**src/hw/rtl/fupd_pkg.sv**
```systemverilog
`timescale 1ns / 1ps
// Types, constants and helper functions shared by the file URI decoder.
package fupd_pkg;

   localparam int unsigned PREFIX_LEN = 7;
   localparam int unsigned POS_WIDTH  = $clog2(PREFIX_LEN + 1);

   localparam logic [7:0] CHAR_PLUS    = 8'h2B;
   localparam logic [7:0] CHAR_PERCENT = 8'h25;
   localparam logic [7:0] CHAR_SPACE   = 8'h20;
   localparam logic [7:0] CHAR_ZERO    = 8'h30;
   localparam logic [7:0] CHAR_NINE    = 8'h39;
   localparam logic [7:0] CHAR_LOWER_A = 8'h61;
   localparam logic [7:0] CHAR_LOWER_F = 8'h66;
   localparam logic [7:0] CHAR_UPPER_A = 8'h41;
   localparam logic [7:0] CHAR_UPPER_F = 8'h46;
   localparam logic [7:0] DIGIT_TEN    = 8'd10;

   localparam logic [1:0] STATUS_OK        = 2'd0;
   localparam logic [1:0] STATUS_NOT_FILE  = 2'd1;
   localparam logic [1:0] STATUS_TRUNCATED = 2'd2;

   typedef enum logic [1:0] {
      ESC_IDLE,
      ESC_HIGH,
      ESC_LOW
   } esc_phase_type;

   typedef struct packed {
      logic [7:0] char_in;
      logic       terminator;
   } req_type;

   typedef struct packed {
      logic [7:0] out_byte;
      logic       end_marker;
      logic [1:0] status;
   } rsp_type;

   function automatic logic [7:0] prefix_char(input logic [POS_WIDTH-1:0] pos);
      logic [7:0] c;
      case (pos)
         3'd0:    c = 8'h66;
         3'd1:    c = 8'h69;
         3'd2:    c = 8'h6C;
         3'd3:    c = 8'h65;
         3'd4:    c = 8'h3A;
         3'd5:    c = 8'h2F;
         3'd6:    c = 8'h2F;
         default: c = 8'h00;
      endcase
      return c;
   endfunction

   // Bit 4 set means the character is not a hex digit.
   function automatic logic [4:0] hex_digit(input logic [7:0] c);
      logic [7:0] diff;
      logic [4:0] d;
      diff = 8'h00;
      d    = 5'h10;
      if (c >= CHAR_ZERO && c <= CHAR_NINE) begin
         diff = c - CHAR_ZERO;
         d    = {1'b0, diff[3:0]};
      end else if (c >= CHAR_LOWER_A && c <= CHAR_LOWER_F) begin
         diff = c - (CHAR_LOWER_A - DIGIT_TEN);
         d    = {1'b0, diff[3:0]};
      end else if (c >= CHAR_UPPER_A && c <= CHAR_UPPER_F) begin
         diff = c - (CHAR_UPPER_A - DIGIT_TEN);
         d    = {1'b0, diff[3:0]};
      end
      return d;
   endfunction

endpackage

```
**src/hw/rtl/fupd_in_stage.sv**
```systemverilog
`timescale 1ns / 1ps
// Input register stage of the file URI decoder.
module fupd_in_stage import fupd_pkg::*; (
   input  logic    clock,
   input  logic    reset,
   input  logic    req_valid,
   output logic    req_ready,
   input  req_type req_data,
   input  logic    advance,
   output logic    item_valid,
   output req_type item
);

   logic    valid_ff;
   logic    valid_in;
   req_type data_ff;
   logic    take;

   assign req_ready  = !valid_ff || advance;
   assign take       = req_valid && req_ready;
   assign valid_in   = take || (valid_ff && !advance);
   assign item_valid = valid_ff;
   assign item       = data_ff;

   always_ff @(posedge clock) begin
      if (reset) begin
         valid_ff <= 1'b0;
      end else begin
         valid_ff <= valid_in;
      end
   end

   always_ff @(posedge clock) begin
      if (take) begin
         data_ff <= req_data;
      end
   end

endmodule

```
**src/hw/rtl/fupd_decode.sv**
```systemverilog
`timescale 1ns / 1ps
// Prefix match, escape decoding and string state of the file URI decoder.
module fupd_decode import fupd_pkg::*; (
   input  logic    clock,
   input  logic    reset,
   input  req_type item,
   input  logic    fire,
   output logic    has_result,
   output rsp_type result
);

   logic [POS_WIDTH-1:0] prefix_pos_ff;
   logic [POS_WIDTH-1:0] prefix_pos_in;
   logic                 rejected_ff;
   logic                 rejected_in;
   esc_phase_type        esc_phase_ff;
   esc_phase_type        esc_phase_in;
   logic [3:0]           high_nibble_ff;
   logic [3:0]           high_nibble_in;
   logic [4:0]           digit;
   logic                 prefix_done;

   assign digit       = hex_digit(item.char_in);
   assign prefix_done = (prefix_pos_ff == POS_WIDTH'(PREFIX_LEN));

   always_comb begin
      prefix_pos_in  = prefix_pos_ff;
      rejected_in    = rejected_ff;
      esc_phase_in   = esc_phase_ff;
      high_nibble_in = high_nibble_ff;
      has_result     = 1'b0;
      result         = '0;
      if (item.terminator) begin
         has_result        = 1'b1;
         result.end_marker = 1'b1;
         if (rejected_ff || !prefix_done) begin
            result.status = STATUS_NOT_FILE;
         end else if (esc_phase_ff != ESC_IDLE) begin
            result.status = STATUS_TRUNCATED;
         end else begin
            result.status = STATUS_OK;
         end
         prefix_pos_in  = '0;
         rejected_in    = 1'b0;
         esc_phase_in   = ESC_IDLE;
         high_nibble_in = 4'h0;
      end else if (rejected_ff) begin
         has_result = 1'b0;
      end else if (!prefix_done) begin
         if (item.char_in == prefix_char(prefix_pos_ff)) begin
            prefix_pos_in = prefix_pos_ff + 1'b1;
         end else begin
            rejected_in = 1'b1;
         end
      end else begin
         case (esc_phase_ff)
            ESC_HIGH: begin
               high_nibble_in = digit[4] ? 4'hF : digit[3:0];
               esc_phase_in   = ESC_LOW;
            end
            ESC_LOW: begin
               esc_phase_in    = ESC_IDLE;
               has_result      = 1'b1;
               result.out_byte = digit[4] ? 8'hFF : {high_nibble_ff, digit[3:0]};
            end
            ESC_IDLE: begin
               if (item.char_in == CHAR_PERCENT) begin
                  esc_phase_in = ESC_HIGH;
               end else begin
                  has_result      = 1'b1;
                  result.out_byte = (item.char_in == CHAR_PLUS) ? CHAR_SPACE : item.char_in;
               end
            end
            default: begin
               esc_phase_in = ESC_IDLE;
            end
         endcase
      end
   end

   always_ff @(posedge clock) begin
      if (reset) begin
         prefix_pos_ff  <= '0;
         rejected_ff    <= 1'b0;
         esc_phase_ff   <= ESC_IDLE;
         high_nibble_ff <= 4'h0;
      end else if (fire) begin
         prefix_pos_ff  <= prefix_pos_in;
         rejected_ff    <= rejected_in;
         esc_phase_ff   <= esc_phase_in;
         high_nibble_ff <= high_nibble_in;
      end
   end

   a_reject_no_escape: assert property (@(posedge clock) disable iff (reset)
      rejected_ff |-> (esc_phase_ff == ESC_IDLE))
      else $error("escape open in a rejected string");

   a_escape_after_prefix: assert property (@(posedge clock) disable iff (reset)
      (esc_phase_ff != ESC_IDLE) |-> (prefix_done && !rejected_ff))
      else $error("escape open before prefix matched");

   a_reject_before_done: assert property (@(posedge clock) disable iff (reset)
      rejected_ff |-> !prefix_done)
      else $error("rejected after full prefix match");

   a_term_clears: assert property (@(posedge clock) disable iff (reset)
      (fire && item.terminator) |=>
         (prefix_pos_ff == '0 && !rejected_ff && esc_phase_ff == ESC_IDLE))
      else $error("state not cleared after terminator");

   a_term_result: assert property (@(posedge clock) disable iff (reset)
      item.terminator |-> (has_result && result.end_marker && result.out_byte == 8'h00))
      else $error("terminator without end result");

endmodule

```
**src/hw/rtl/fupd_out_stage.sv**
```systemverilog
`timescale 1ns / 1ps
// Result register stage of the file URI decoder.
module fupd_out_stage import fupd_pkg::*; (
   input  logic    clock,
   input  logic    reset,
   input  logic    load,
   input  rsp_type load_data,
   output logic    free,
   output logic    rsp_valid,
   input  logic    rsp_ready,
   output rsp_type rsp_data
);

   logic    valid_ff;
   logic    valid_in;
   rsp_type data_ff;

   assign free      = !valid_ff || rsp_ready;
   assign valid_in  = load || (valid_ff && !rsp_ready);
   assign rsp_valid = valid_ff;
   assign rsp_data  = data_ff;

   always_ff @(posedge clock) begin
      if (reset) begin
         valid_ff <= 1'b0;
      end else begin
         valid_ff <= valid_in;
      end
   end

   always_ff @(posedge clock) begin
      if (load) begin
         data_ff <= load_data;
      end
   end

endmodule

```
**src/hw/rtl/file_uri_percent_decoder.sv**
```systemverilog
`timescale 1ns / 1ps
// Top level of the file URI decoder: input register, decode stage, result register.
//
// Accepts one URI character per cycle and emits the decoded path bytes of a
// file:// URI; a terminator transaction closes each string and yields an end
// result with status (ok, not a file URI, truncated escape). The prefix, the
// percent sign and first digit of an escape and the characters of a rejected
// string produce no result. Throughput is one transaction per cycle, set by the
// single decode stage between the input and result registers. Backpressure on
// the result side stalls the input only when the pending transaction would
// produce a result and the result register is full and not being read.
module file_uri_percent_decoder import fupd_pkg::*; (
   input  logic    clock,
   input  logic    reset,
   input  logic    req_valid,
   output logic    req_ready,
   input  req_type req_data,
   output logic    rsp_valid,
   input  logic    rsp_ready,
   output rsp_type rsp_data
);

   logic    item_valid;
   req_type item;
   logic    has_result;
   rsp_type result;
   logic    out_free;
   logic    advance;

   assign advance = item_valid && (!has_result || out_free);

   fupd_in_stage u_in_stage (
      .clock      (clock),
      .reset      (reset),
      .req_valid  (req_valid),
      .req_ready  (req_ready),
      .req_data   (req_data),
      .advance    (advance),
      .item_valid (item_valid),
      .item       (item)
   );

   fupd_decode u_decode (
      .clock      (clock),
      .reset      (reset),
      .item       (item),
      .fire       (advance),
      .has_result (has_result),
      .result     (result)
   );

   fupd_out_stage u_out_stage (
      .clock     (clock),
      .reset     (reset),
      .load      (advance && has_result),
      .load_data (result),
      .free      (out_free),
      .rsp_valid (rsp_valid),
      .rsp_ready (rsp_ready),
      .rsp_data  (rsp_data)
   );

endmodule
```
**config.mk**
```make
export PLATFORM = sky130hd
export DESIGN_NAME = file_uri_percent_decoder
export DESIGN_NICKNAME = d
export VERILOG_FILES = /design/src/hw/rtl/fupd_pkg.sv /design/src/hw/rtl/fupd_in_stage.sv /design/src/hw/rtl/fupd_decode.sv /design/src/hw/rtl/fupd_out_stage.sv /design/src/hw/rtl/file_uri_percent_decoder.sv
export SDC_FILE = /design/constraint.sdc
export NUM_CORES = 1
export LEC_CHECK = 0
export BUFFER_PORTS_ARGS = -buffer_cell sky130_fd_sc_hd__buf_2
export CORE_ASPECT_RATIO = 1.2
export CORE_MARGIN = 2
export CORE_UTILIZATION = 56
export DETAILED_ROUTE_END_ITERATION = 7
export PLACE_DENSITY = 0.76
export SLEW_MARGIN = 20
export SYNTH_ARGS = -nofsm -noshare
export SYNTH_HDL_FRONTEND = slang
export SYNTH_SLANG_ARGS = --single-unit
export TNS_END_PERCENT = 100
```
**constraint.sdc**
```tcl
create_clock -name clock -period 2.6 [get_ports clock]
set_clock_uncertainty 0.15 [all_clocks]
set_input_delay 0.39 -clock clock [delete_from_list [all_inputs] [get_ports clock]]
set_output_delay 0.39 -clock clock [all_outputs]
set_load 0.01 [all_outputs]
```
After elaboration in Yosys (flattened, before gate mapping)

Cells that the tools add are included.

Register bits: 32
Latch bits: 0
RAM bits: 0
ROM bits: 0
Bits of input ports: 13
Memories kept: 0

Add/subtract/negate cells: 4
Multipliers: 0
Divide/modulo/power cells: 0
Order comparisons: 6
Equal/unequal tests: 15
Shifts and indexed selects: 0
Mux-type cells: 37
Bitwise logic cells: 2
Reduce and logical (&&, ||, !) cells: 32

Operators by type and width:

| kind                                                               | count |
|---|---|
| two-way mux 8 bit                                                  | 6 |
| case mux 7 bit (6 select lines)                                    | 1 |
| two-way mux 4 bit                                                  | 5 |
| equality test 8 x 6 -> 1 bit (second input constant)               | 2 |
| greater-or-equal comparator 8 x 7 -> 1 bit (second input constant) | 2 |
| <= comparator 8 x 7 -> 1 bit (second input constant)               | 2 |
| case mux 8 bit (2 select lines)                                    | 1 |
| two-way mux 3 bit                                                  | 5 |
| two-way mux 5 bit                                                  | 3 |
| equality test 3 bit (second input constant)                        | 4 |
| two-way mux 2 bit                                                  | 6 |
| AND reduction 4 bit                                                | 3 |
| equality test 8 bit                                                | 1 |
| greater-or-equal comparator 8 x 6 -> 1 bit (second input constant) | 1 |
| <= comparator 8 x 6 -> 1 bit (second input constant)               | 1 |
| logical AND 1 bit                                                  | 8 |
| two-way mux 1 bit                                                  | 8 |
| nonzero test 2 bit                                                 | 4 |
| subtractor 4 x 3 -> 4 bit (second input constant)                  | 2 |
| equality test 3 x 2 -> 1 bit (second input constant)               | 2 |
| zero test 1 bit                                                    | 6 |
| logical OR 1 bit                                                   | 6 |
| inequality test 2 bit (second input constant)                      | 2 |
| case mux 2 bit (2 select lines)                                    | 1 |
| 12 further kinds                                                   | 14 |

Longest topological paths before layout

Word-level depth: 12
Gate-level depth with buffers: 9
Depth with buffers taken out: 8

Cells and area by module

From an unflattened synthesis, not the netlist that was laid out.

Cell total of the unflattened synthesis: 187
Area, all modules: 1809.2 um^2

By module, submodules not included:

| module                   | instances | cells each | area an instance (um^2) | seq. area each (um^2) |
|---|---|---|---|---|
| fupd_decode              | 1         | 155        | 1088.5                  | 200.2 |
| fupd_out_stage           | 1         | 15         | 376.6                   | 350.3 |
| fupd_in_stage            | 1         | 14         | 325.3                   | 290.3 |
| file_uri_percent_decoder | 1         | 3          | 18.8                    | 0.0 |

Worst setup path before layout

Ideal clock, no wire load.

Path kind: reg-to-reg
From: register u_decode.prefix_pos_ff[0]
To: register u_decode.prefix_pos_ff[0]
Data arrival time: 2056 ps
Required time: 2330 ps
Setup slack: 274 ps
Stages on the path, launching flop included: 9
Path buffers: 0
Period minus slack after synthesis: 2326 ps
Cells stage by stage: dfxtp_1 > inv_1 > ha_1 > or4_4 > o21ai_1 > xnor2_1 > nor4_4 > nand4_2 > mux2i_1

Longest elaborated chain between the ends: 9
Elaborated cells on any way between the ends: 28
Those cells by class: 1 x add/sub; 9 x eq/ne; 11 x mux; 7 x reduce/logical

RTL lines:

| element                         | line              | source |
|---|---|---|
| from (decl)                     | fupd_decode.sv:12 | `logic [POS_WIDTH-1:0] prefix_pos_ff;` |
| from (signal assigned)          | fupd_decode.sv:88 | `prefix_pos_ff <= prefix_pos_in;` |
| equality test 3 bit             | fupd_pkg.sv:42    | `case (pos)` |
| OR reduction 2 bit (no line)    | --                |  |
| case mux 7 bit (6 select lines) | fupd_pkg.sv:42    |  |
| two-way mux 8 bit               | fupd_decode.sv:49 | `end else if (!prefix_done) begin` |
| two-way mux 8 bit               | fupd_decode.sv:47 | `end else if (rejected_ff) begin` |
| two-way mux 8 bit               | fupd_decode.sv:33 | `if (item.terminator) begin` |
| equality test 8 bit             | fupd_decode.sv:50 | `if (item.char_in == prefix_char(prefix_pos_ff)) begin` |
| nonzero test 2 bit (no line)    | --                |  |
| AND reduction 4 bit (no line)   | --                |  |

Several ways; a longest one is shown, not always the timed one. The select of a mux whose other input is x is not followed.
A chain may end at the register's enable or synchronous reset.

Worst setup path in the final report

From: register u_in_stage.data_ff (netlist bit u_in_stage.item[8])
To: output req_ready

Longest elaborated chain between the ends: 10

RTL lines:

| element                         | line                           | source |
|---|---|---|
| from (decl)                     | fupd_in_stage.sv:16            | `req_type data_ff;` |
| from (signal assigned)          | fupd_in_stage.sv:35            | `data_ff <= req_data;` |
| equality test 8 x 6 -> 1 bit    | fupd_decode.sv:67              | `if (item.char_in == CHAR_PERCENT) begin` |
| two-way mux 1 bit               | fupd_decode.sv:67              |  |
| case mux 1 bit (2 select lines) | fupd_decode.sv:56              | `case (esc_phase_ff)` |
| two-way mux 1 bit               | fupd_decode.sv:49              |  |
| two-way mux 1 bit               | fupd_decode.sv:47              |  |
| two-way mux 1 bit               | fupd_decode.sv:33              |  |
| zero test 1 bit                 | file_uri_percent_decoder.sv:30 | `assign advance = item_valid && (!has_result \|\| out_free);` |
| logical OR 1 bit                | file_uri_percent_decoder.sv:30 |  |
| logical AND 1 bit               | file_uri_percent_decoder.sv:30 |  |
| logical OR 1 bit                | fupd_in_stage.sv:19            | `assign req_ready = !valid_ff \|\| advance;` |
| to (decl)                       | file_uri_percent_decoder.sv:16 | `output logic req_ready,` |

No other way between the ends.

==> results.ini <==
[drt]
drt_iter0_drc=45
drcViolationCount=0
wirelength_um=3852
via_per_inst=5.616
postRouteAntennaNets=0
wl_per_cell_um=14.93
drtPass1Iterations=4
num_vias=1449

[worst_hold_path]
worstHoldPathType=primary input to flip-flop

[global_route]
grt-ovfl-total=0
grt_pass1_vias=1390
grt_pass1_wl_um=6120
grt_max_degree=16
antenna_found_initial=0
grt_usage=0.2173

[sta]
min_period_ns=2.529
final.setup.tns_ns=0
setup_violations=0
holdWs_ns=0.07563
hold_viol=0
worst_pin_slew_ns=0.5144
relSlewSlack=0.6562
maxSlewViolCount=0
finalCritPeriodShare=0.9726
max_freq_mhz=395.5

[floorplanning]
ios=26
start_util=0.5929
die_h_um=66.59
die_w_um=56.16
fp.coreArea_um2=3083
num_rows=22
die_area_um2=3739

[flow_run]
cap_violations=0

[logic_synthesis]
synth.avg_cell_area_um2=9.989
synth_edf_count=20
synth_top_family_by_area=simple AND/OR/NAND/NOR gates
netlist_area_um2=1828
yosys.area_share.simple=0.2526
syn_inst=183
ys.flop_type=edfxtp_1
syn_nets=205
yosysSeqAreaShare=0.4600
yosys_warnings=0
synth-xor-area-share=0.02396
yosysUniqueCellTypes=47
async_flop_share=0
synth_compound_area_frac=0.1355
synthMuxAreaShare=0.02259
synthAdderAreaFrac=0.06160
ys_ff_latch=32

[setup_path]
cp.required_ns=2.06
crit_fanout=5
arrival_ns=1.99
end_kind=primary output
start_kind=flip-flop
path_class=flip-flop to primary output

[clock_tree]
worstSkewPairLatency_ns=0.34
h-tree-depth=2
cts-root-buf=clkbuf_4
cts.sinks=32
tritoncts=yes
cts_buffers=5
clockBufferDepth=2
clk_pin_slew_worst_paths_ns=0.09

[placed_design]
port-buffer-count=25
place_area_um2=2023
place_inst=245
post-dp-hpwl_um=2918
gp_congestion=0.8853

[pwr]
p_total_mw=0.9415
p_leak_nw=0.8579
power_density_nw_per_um2=438.5
ir_drop_mv=0.3877

[finish]
finalNonFillerCells=258
n_antenna_cell=0
design_area_um2=2147
final_nets=243
area_delta_synth_final_pct=17.45
drive_gt1_frac=0.2748

[status]
status=complete, no violations

[cell families after synthesis]
logic type,Yosys count
adder cells (fa/ha/maj),9
XOR/XNOR,5
multiplexers,4
AO/OA/AOI/OAI,37
flip-flops,32
AND/OR/NAND/NOR,79
buffers and inverters,17
[worst max-delay path, stage by stage, from the launching register on]
cell and delay [ns]:
edfxtp_1 0.46, or3b_4 0.43, nor3_4 0.18, nor3_1 0.07, o21ai_1 0.22, nand2b_4 0.17, buf_2 0.12
[worst paths after layout]
| kind | slack (ns) | cells after the start | startpoint | end |
|---|---|---|---|---|
| max | 0.07 | 6 | u_in_stage.item[8] | req_ready |
| min | 0.08 | 1 | req_data[3] | u_in_stage.item[3] |
| max reg2reg | 0.13 | 8 | u_decode.prefix_pos_ff[0] | u_decode.prefix_pos_ff[1] |
| min reg2reg | 0.31 | 2 | u_decode.high_nibble_ff[3] | u_decode.high_nibble_ff[3] |
[state kept, by name (all words and copies together), names as in the netlist]
name / flops
u_in_stage.item_valid: 1
u_out_stage.rsp_data: 11
u_out_stage.rsp_valid: 1
u_decode.rejected_ff: 1
u_decode.prefix_pos_ff: 3
u_in_stage.item: 9
u_decode.esc_phase_ff: 2
u_decode.high_nibble_ff: 4
[Yosys cell counts (all sizes together), types with 2 or more instances]
cell type | number | share of area
nor3b | 6 | 0.025
or3 | 6 | 0.023
buf | 3 | 0.015
nor3 | 5 | 0.016
xnor2 | 5 | 0.024
or3b | 2 | 0.0096
nand2 | 13 | 0.027
mux2i | 3 | 0.016
inv | 8 | 0.016
nor2b | 6 | 0.021
nand2b | 5 | 0.017
a211oi | 4 | 0.016
nand3 | 4 | 0.011
nor2 | 19 | 0.039
nand4 | 3 | 0.014
edfxtp | 20 | 0.33
ha | 9 | 0.062
and2 | 4 | 0.014
clkbuf | 6 | 0.012
dfxtp | 12 | 0.13
a21oi | 10 | 0.027
o21ai | 9 | 0.027
a22oi | 2 | 0.0082
o21a | 3 | 0.012
[per-layer routing]
| layer | vias to the layer above | track usage | share of wire |
|---|---|---|---|
| li1 | 735 | - | - |
| met1 | 680 | 0.2215 | 0.38 |
| met2 | 29 | 0.4206 | 0.56 |
| met3 | 5 | 0.05825 | 0.042 |
| met4 | 0 | 0.08036 | 0.014 |
| met5 | - | 0 | 0 |
[power breakdown]
group          switching, mW  internal, mW  total (mW)
clock network          0.163         0.105       0.268
registers             0.0147         0.554       0.569
logic                 0.0562        0.0478       0.104
[area by class of cell]
type | count | area (µm²)
Timing Repair Buffer | 40 | 237.7
Sequential cell | 32 | 840.8
Multi-Input combinational cell | 134 | 943.4
Clock buffer | 7 | 45.04
Inverter | 8 | 30.03
Fill cell | 239 | 935.9
Clock inverter | 1 | 5.005
Tap cell | 36 | 45.04
[through the flow]
stage / setup WS [ns] / util
global route: -0.05128 / 0.6964
global placement: 0.1934 / 0.6563
CTS: 0.07542 / 0.6725
finish: 0.07135 / 0.6964
floorplan: 0.2736 / -
detailed placement: 0.1043 / 0.6563
[cells in the final DEF, fill, tap and decap left out, types with 2 or more instances in the layout]
master,instances
buf_2,25
edfxtp_1,20
nor2_1,19
buf_4,15
nand2_1,13
dfxtp_1,12
a21oi_1,10
ha_1,8
inv_1,6
nor2b_1,6
nor3b_1,6
o21ai_1,5
or3_1,5
xnor2_1,5
clkbuf_4,5
nand2b_1,4
nor3_1,4
and2_1,4
a211oi_1,4
nand3_1,4
o21a_1,3
mux2i_1,3
o21ai_0,3
inv_2,2
a22oi_1,2
nand4_1,2
clkbuf_1,2
[what timing repair did]
| action | in CTS | in global routing |
|---|---|---|
| setup buffers | 0 | 5 |
| resized for setup | 0 | 7 |
| hold buffers | 0 | 0 |
| endpoints found under the setup margin | 0 | 13 |
Power figures use the tool's default switching activity.
